## config.mk

```make
export PLATFORM = sky130hd
export DESIGN_NAME = cpcl_ctrl
export DESIGN_NICKNAME = d
export VERILOG_FILES = /design/src/rtl/core/cpcl_pkg.sv /design/src/rtl/core/cpcl_ctrl.sv
export SDC_FILE = /design/constraint.sdc
export NUM_CORES = 1
export LEC_CHECK = 0
export BUFFER_PORTS_ARGS = -buffer_cell sky130_fd_sc_hd__buf_2
export CORE_AREA = 2 2 39 41
export DETAILED_ROUTE_END_ITERATION = 8
export DIE_AREA = 0 0 41 43
export HOLD_SLACK_MARGIN = 0.02
export PLACE_DENSITY_LB_ADDON = 0.12
export SYNTH_ARGS = -nofsm -noshare
export SYNTH_HDL_FRONTEND = slang
export SYNTH_SLANG_ARGS = --single-unit
```

## constraint.sdc

```tcl
create_clock -name aclk -period 3.3 [get_ports aclk]
set_clock_uncertainty 0.15 [all_clocks]
set_input_delay 0.66 -clock aclk [delete_from_list [all_inputs] [get_ports aclk]]
set_output_delay 0.66 -clock aclk [all_outputs]
set_load 0.01 [all_outputs]
```

## src/rtl/core/cpcl_pkg.sv

```systemverilog
// Shared types, field layout and constants for the chassis power current limiter.
package cpcl_pkg;

    // Input item layout (s_tdata)
    localparam int LEVEL_W   = 4;
    localparam int VOLT_W    = 12;
    localparam int BUF_W     = 9;
    localparam int CMD_W     = 15;
    localparam int N_MOTORS  = 4;
    localparam int LEVEL_LSB = 0;
    localparam int VOLT_LSB  = LEVEL_LSB + LEVEL_W;
    localparam int BUF_LSB   = VOLT_LSB + VOLT_W;
    localparam int CMD_LSB   = BUF_LSB + BUF_W;
    localparam int S_DATA_W  = ((CMD_LSB + N_MOTORS * CMD_W + 7) / 8) * 8;
    localparam int S_USER_W  = 2;
    localparam int USER_CTRL = 0;
    localparam int USER_NREF = 1;

    // Result item layout (m_tdata)
    localparam int OUT_W     = 16;
    localparam int LIM_W     = 13;
    localparam int STAGE_W   = 3;
    localparam int LIMX_LSB  = N_MOTORS * OUT_W;
    localparam int LIMY_LSB  = LIMX_LSB + LIM_W;
    localparam int STAGE_LSB = LIMY_LSB + LIM_W;
    localparam int M_DATA_W  = ((STAGE_LSB + STAGE_W + 7) / 8) * 8;

    // Datapath widths
    localparam int T_W    = 31;  // b*(b+60)^2*stage numerator
    localparam int MB_W   = 32;  // second multiplier operand, wide enough for the reciprocal
    localparam int PROD_W = T_W + MB_W;
    localparam int N_W    = 45;  // |cmd| * T
    localparam int SF_W   = 4;   // stage numerator, 1..10
    localparam int Q_W    = 16;

    // Scaling: r = cmd * S * P / (10 * 864000), P = 864000 when buffer factor is 1
    localparam int              BUF_DEN    = 864000;
    localparam int              STAGE_DEN  = 10;
    localparam logic [N_W-1:0]  DIV_D      = N_W'(BUF_DEN * STAGE_DEN);
    localparam logic [N_W-1:0]  DIV_LIMIT  = DIV_D << Q_W;
    localparam logic [BUF_W:0]  BUF_OFFSET = (BUF_W + 1)'(60);
    localparam logic [BUF_W-1:0] BUF_LOW   = BUF_W'(60);
    localparam logic [BUF_W-1:0] BUF_HIGH  = BUF_W'(250);

    // Divide by DIV_D = 2^DIV_SH * DIV_ODD: drop the power of two, then multiply by
    // the rounded-up reciprocal of DIV_ODD; exact for every dividend below 2^T_W
    localparam int              DIV_SH     = 9;
    localparam int              DIV_ODD    = (BUF_DEN * STAGE_DEN) >> DIV_SH;
    localparam int              RECIP_SH   = 46;
    localparam logic [MB_W-1:0] RECIP_M    =
        MB_W'(((64'd1 << RECIP_SH) + 64'(DIV_ODD) - 64'd1) / 64'(DIV_ODD));

    // Capacitor voltage thresholds (0.01 V)
    localparam logic [VOLT_W-1:0] V_HI       = VOLT_W'(2200);
    localparam logic [VOLT_W-1:0] V_MID      = VOLT_W'(1900);
    localparam logic [VOLT_W-1:0] V_LOW      = VOLT_W'(1700);
    localparam logic [VOLT_W-1:0] V_CLR_ONE  = VOLT_W'(2250);
    localparam logic [VOLT_W-1:0] V_CLR_TWO  = VOLT_W'(2050);
    localparam logic [VOLT_W-1:0] V_CLR_THR  = VOLT_W'(1800);

    // Stages
    localparam logic [STAGE_W-1:0] STAGE_1 = STAGE_W'(1);
    localparam logic [STAGE_W-1:0] STAGE_2 = STAGE_W'(2);
    localparam logic [STAGE_W-1:0] STAGE_3 = STAGE_W'(3);
    localparam logic [STAGE_W-1:0] STAGE_4 = STAGE_W'(4);

    localparam logic [SF_W-1:0] SF_STAGE_1 = SF_W'(1);
    localparam logic [SF_W-1:0] SF_STAGE_2 = SF_W'(2);
    localparam logic [SF_W-1:0] SF_STAGE_3 = SF_W'(5);
    localparam logic [SF_W-1:0] SF_STAGE_4 = SF_W'(7);
    localparam logic [SF_W-1:0] SF_UNITY   = SF_W'(STAGE_DEN);

    // Speed factor codes
    localparam logic [1:0] SPD_ZERO   = 2'd0;
    localparam logic [1:0] SPD_ONE    = 2'd1;
    localparam logic [1:0] SPD_TWO    = 2'd2;
    localparam logic [1:0] SPD_ONE_P4 = 2'd3;

    localparam logic [LEVEL_W-1:0] LEVEL_ONE   = LEVEL_W'(1);
    localparam logic [LEVEL_W-1:0] LEVEL_TWO   = LEVEL_W'(2);
    localparam logic [LEVEL_W-1:0] LEVEL_THREE = LEVEL_W'(3);

    localparam int BASE_SPEED_X  = 2000;
    localparam int BASE_SPEED_Y  = 2000;
    localparam int CTRL_SPEED_MM = 1000;
    localparam logic [LIM_W-1:0] LIM_CTRL = LIM_W'(CTRL_SPEED_MM);
    localparam logic [LIM_W-1:0] LIMX_1   = LIM_W'(BASE_SPEED_X);
    localparam logic [LIM_W-1:0] LIMX_2   = LIM_W'(BASE_SPEED_X * 2);
    localparam logic [LIM_W-1:0] LIMX_14  = LIM_W'((BASE_SPEED_X * 14) / 10);
    localparam logic [LIM_W-1:0] LIMY_1   = LIM_W'(BASE_SPEED_Y);
    localparam logic [LIM_W-1:0] LIMY_2   = LIM_W'(BASE_SPEED_Y * 2);
    localparam logic [LIM_W-1:0] LIMY_14  = LIM_W'((BASE_SPEED_Y * 14) / 10);

    // Multiplier step codes
    localparam logic [3:0] MUL_SQ     = 4'd0;   // (b+60)^2
    localparam logic [3:0] MUL_BUF    = 4'd1;   // * b, or load 864000
    localparam logic [3:0] MUL_STAGE  = 4'd2;   // * stage numerator
    localparam logic [3:0] MUL_CMD0   = 4'd3;   // * |cmd_0| .. |cmd_3| in turn
    localparam logic [3:0] MUL_RECIP0 = 4'd7;   // quotient of lane 0 .. 3 in turn
    localparam logic [3:0] MUL_LAST   = 4'd10;

    typedef struct packed {
        logic       load;       // capture an input item, update stage state
        logic       mul_en;
        logic [3:0] mul_step;
        logic       out_load;   // move result into output register
    } cpcl_cmd_t;

endpackage

```

## src/rtl/core/cpcl_ctrl.sv

```systemverilog
// Sequencer for the limiter: multiply steps and result hand-off.
module cpcl_ctrl (
    input  logic                aclk,
    input  logic                aresetn,
    input  logic                s_tvalid,
    output logic                s_tready,
    output logic                m_tvalid,
    input  logic                m_tready,
    output cpcl_pkg::cpcl_cmd_t cmd
);

    typedef enum logic [1:0] {S_IDLE, S_MUL, S_DONE} state_t;

    state_t     state_reg, state_next;
    logic [3:0] cnt_reg, cnt_next;
    logic       m_tvalid_reg, m_tvalid_next;
    logic       accept;

    assign s_tready = (state_reg == S_IDLE);
    assign accept   = s_tvalid && s_tready;
    assign m_tvalid = m_tvalid_reg;

    always_comb begin
        cmd           = '0;
        state_next    = state_reg;
        cnt_next      = cnt_reg;
        cmd.mul_step  = cnt_reg;
        case (state_reg)
            S_IDLE: begin
                cmd.load = accept;
                if (accept) begin
                    state_next = S_MUL;
                    cnt_next   = 4'd0;
                end
            end
            S_MUL: begin
                cmd.mul_en = 1'b1;
                if (cnt_reg == cpcl_pkg::MUL_LAST) begin
                    state_next = S_DONE;
                    cnt_next   = 4'd0;
                end else begin
                    cnt_next = cnt_reg + 4'd1;
                end
            end
            S_DONE: begin
                cmd.out_load = !m_tvalid_reg || m_tready;
                if (cmd.out_load) begin
                    state_next = S_IDLE;
                end
            end
            default: begin
                state_next = S_IDLE;
            end
        endcase
        if (cmd.out_load) begin
            m_tvalid_next = 1'b1;
        end else if (m_tready) begin
            m_tvalid_next = 1'b0;
        end else begin
            m_tvalid_next = m_tvalid_reg;
        end
    end

    always_ff @(posedge aclk) begin
        if (!aresetn) begin
            state_reg    <= S_IDLE;
            cnt_reg      <= 4'd0;
            m_tvalid_reg <= 1'b0;
        end else begin
            state_reg    <= state_next;
            cnt_reg      <= cnt_next;
            m_tvalid_reg <= m_tvalid_next;
        end
    end

    a_load_shows: assert property (@(posedge aclk) disable iff (!aresetn)
        cmd.out_load |=> m_tvalid)
        else $error("result load did not raise m_tvalid");

    a_busy_after_accept: assert property (@(posedge aclk) disable iff (!aresetn)
        accept |=> !s_tready ##1 !s_tready)
        else $error("input taken again while an item is in work");

    a_no_overwrite: assert property (@(posedge aclk) disable iff (!aresetn)
        (m_tvalid && !m_tready) |-> !cmd.out_load)
        else $error("pending result overwritten");

endmodule

```

Word level (Yosys, flattened, before mapping)
Index checks and enable logic that the tools add are counted.

cells by class
  eq/ne operators = 6
  reductions and logical operators = 8
  mux-type cells = 12
  add/subtract/negate cells = 1

operator list
  cell                   count
  $mux W4                2
  $pmux W4 S2            1
  $mux W2                3
  $pmux W2 S3            1
  $mux W1                5
  $add A4 B1 Y4 const B  1
  $eq A4 B4 Y1 const B   1
  $ne A2 B2 Y1 const B   2
  $reduce_bool A2 Y1     2
  $reduce_and A3 Y1      1
  $eq A2 B1 Y1 const B   1
  $eq A2 B2 Y1 const B   1
  $logic_not A2 Y1       1
  $ne A2 B1 Y1 const B   1
  $reduce_and A2 Y1      1
  $logic_and A1 B1 Y1    1
  $logic_not A1 Y1       1
  $logic_or A1 B1 Y1     1

storage, ports and cells
  bits of input ports = 4
  register bits after elaboration = 7
  logic and storage cells = 30
  output and inout bits = 9

Longest topological paths before layout
  depth after elaboration = 4
  gate-level depth with buffers = 5
  mapped depth without buffers = 5

Least setup slack after synthesis
Ideal clock, no wire load.

  path type = input to output
  from = input port m_tready
  to = output port cmd[0] in the netlist's numbering
  arrival time = 1.054 ns
  data required time = 2.490 ns
  buffers on the path = 1
  stages = 3
  setup slack = 1.436 ns
  cell sequence = nand2b_1 -> nor2b_1 -> buf_4

RTL lines
  what         line            RTL
  from (decl)  cpcl_ctrl.sv:8  input logic m_tready,
  to (decl)    cpcl_ctrl.sv:9  output cpcl_pkg::cpcl_cmd_t cmd

==> flow_summary.ini <==
[critical_path]
crit_required_ns = 2.49
timing.critical_path.fanout_max = 3
timing.rr.start = cnt_reg[0]
worstPathArrival_ns = 1.16
crit_type = in2out
setup.worst_path.start = m_tready
rr_endpoint = cnt_reg[3]
worst-r2r-cell-count = 5
end_kind = primary output
startpoint_type = input pin
setup.reg_to_reg.worst_slack_ns = 1.98

[synth]
yosys_warnings = 0
ys.flop_type = sky130_fd_sc_hd__dfxtp_1
synth_cell_type_count = 24
syn-mean-instance-area_sq_um = 9.34
area_leader_netlist = sky130_fd_sc_hd__dfxtp_1
post-synth-top-count-cell = sky130_fd_sc_hd__dfxtp_1
synth_cells = 39
synth-seq-cells = 7
async_flop_share_pct = 0
synth_edf_count = 0
synth.cells.most_frequent = 7 x sky130_fd_sc_hd__dfxtp_1, 3 x sky130_fd_sc_hd__nor2_1
syn_area_sq_um = 364
synth.top_cells.by_area = sky130_fd_sc_hd__dfxtp_1 38%, sky130_fd_sc_hd__ha_1 6.9%, sky130_fd_sc_hd__mux2i_1 5.5%
syn_nets = 45
netlist.area_leader.share_pct = 38.5
ys_seq_area_share_pct = 38.5

[power_and_ir_drop]
seq_power_share_pct = 45.9
comb_power_share_pct = 14.7
static-leakage-power_nw = 0.197
share_clk_of_total_power_pct = 39.4
vdd.ir_drop.worst_v = 0.000169
power.net_switching_uw = 56.3
switching_fraction_pct = 27.3
power-per-cell-area_nw_per_um2 = 446
p_int_uw = 150

[run]
timing.max_cap.violations = 0

[timing]
timing.setup.tns_ns = 0
finalSetupViolations = 0
max-slew-margin-rel_pct = 82.1
worst-slew-pin-transition_ns = 0.265
hold_viol = 0
maxClockFrequency_ghz = 0.508
layout_min_cycle_time_ns = 1.97
final_max_slew_violation_count = 0
min_period_over_period_pct = 59.7
grt_setup_unrepaired = false

[min_path]
min_from = cnt_reg[1]
min_delay_path_depth = 2
holdPathEnd = cnt_reg[1]
hp-class = reg2reg

[floorplanning]
design.die.area_sq_um = 1760
placeable_area_sq_um = 1380
core.rowCount = 14
fp.dieH_um = 43
die_w_um = 41
initial_util_pct = 26.3
floorplan.io_pins = 13

[global_route]
first_pass_grt_wire_length_um = 1190
grt_pass1_vias = 279
global_route.overflow_total = 0
largest_net_degree_at_the_start_of_global_routing = 9
grt_antenna_before_repair = 0
grtUsageTotal_pct = 10.2

[layout]
n_antenna_cell = 0
number_of_flip_flops_in_the_largest_register = 4
register_area_sq_um = 140
post_route_cells_drive_above_1_share_pct = 33.3
finalNetCount = 61
multi_input_comb_area_sq_um = 209
post-route-cell-area_sq_um = 463
fillers = 156
layout-area-overhead-vs-synth_pct = 27.1

[detailed_routing]
drt_wl_total_um = 756
drt_pre_antenna_iters = 3
drt_drc_violations_left = 0
route.vias.total = 340
route.detailed.wl_per_inst_um = 10.8
dr.first_iter.drc_count = 6
ant_nets = 0
drt-vias-per-instance = 4.86

[cts]
cts_hold_repair.buffers = 0
clock_buffer_depth = 2
postCtsSetupRepairBufs = 0
cts_buffers = 3
clock_tree.htree_level_count = 1
clock_input_transition_at_the_sequential_cells_of_the_worst_setup_and_hold_paths_ns = 0.06
tritoncts = built
cts-resized-gates = 0
clock_latency_ns = 0.26
tritoncts_num_sinks = 7
root_buffer = sky130_fd_sc_hd__clkbuf_4

[placement]
post_dp_hpwl_um = 568
post_dp_cell_area_sq_um = 437
numPortBuffers = 12
gp_routability_congestion = 0.679

[outcome]
outcome = completed
routing by layer:
| metal | GRT usage [%] | wire length [um] |
|---|---|---|
| met5 | 0 | 0 |
| met4 | 8.00 | 18 |
| met3 | 4.19 | 70 |
| met2 | 12.5 | 301 |
| met1 | 13.5 | 367 |
worst max-delay path, cell delays in order:
cell and delay, ns:
sky130_fd_sc_hd__buf_2 0.09, sky130_fd_sc_hd__nand2b_1 0.15, sky130_fd_sc_hd__nor2b_1 0.13, sky130_fd_sc_hd__buf_2 0.13
placed cells by master, fill, tap and decap left out, types with 2 or more instances in the layout:
| cell | instances |
|---|---|
| sky130_fd_sc_hd__mux2i_1 | 2 |
| sky130_fd_sc_hd__nand2b_1 | 2 |
| sky130_fd_sc_hd__nand3b_1 | 2 |
| sky130_fd_sc_hd__inv_1 | 2 |
| sky130_fd_sc_hd__clkbuf_4 | 3 |
| sky130_fd_sc_hd__dfxtp_1 | 7 |
| sky130_fd_sc_hd__buf_2 | 12 |
| sky130_fd_sc_hd__nand3_1 | 2 |
| sky130_fd_sc_hd__nor2_1 | 3 |
| sky130_fd_sc_hd__ha_1 | 2 |
| sky130_fd_sc_hd__o21ai_0 | 2 |
cell families after synthesis:
group | Yosys count | share of synthesized area, %
muxes | 2 | 5.50
and+or+nand+nor | 16 | 26.5
AOI/OAI and AO/OA | 9 | 18.6
DFF | 7 | 38.5
adders and majority gates | 2 | 6.87
buffers and inverters | 3 | 4.13
through the flow:
stage / hold slack (ns) / setup WS (ns) / power, mW / std cells / utilization (%)
floorplan: 0.365 / 1.44 / 0.115 / 39 / -
global placement: 0.352 / 1.33 / 0.128 / 66 / 31.6
detailed placement: 0.348 / 1.33 / 0.127 / 66 / 31.6
CTS: 0.358 / 1.33 / 0.211 / 70 / 33.5
global route: 0.399 / 1.30 / 0.220 / 70 / 33.5
finish: 0.356 / 1.33 / 0.206 / 70 / 33.5
power groups by stage:
stage	clock network (mW)	registers [mW]	logic [mW]
6_report	0.0812	0.0947	0.0304
5_1_grt	0.0907	0.0954	0.0343
4_1_cts	0.0856	0.0947	0.0307
3_5_place_dp	0	0.0966	0.0307
3_3_place_gp	0	0.0968	0.0309
2_1_floorplan	0	0.0963	0.0190
worst max path at each step:
stage               endpoint  slack, ns  depth (start not counted)
floorplan             cmd[0]       1.44                          3
global placement      cmd[0]       1.33                          4
detailed placement    cmd[0]       1.33                          4
CTS                   cmd[0]       1.33                          4
global route          cmd[0]       1.30                          4
finish                cmd[0]       1.33                          4
layout make-up:
| type | count | area share, % |
|---|---|---|
| clock buffers | 4 | 5.68 |
| well taps | 16 | 4.32 |
| repair buffers | 12 | 13.0 |
| inverters | 2 | 1.62 |
| multi-input cells | 29 | 45.1 |
| flip-flops and latches | 7 | 30.3 |
(Power assumes the default switching activity.)
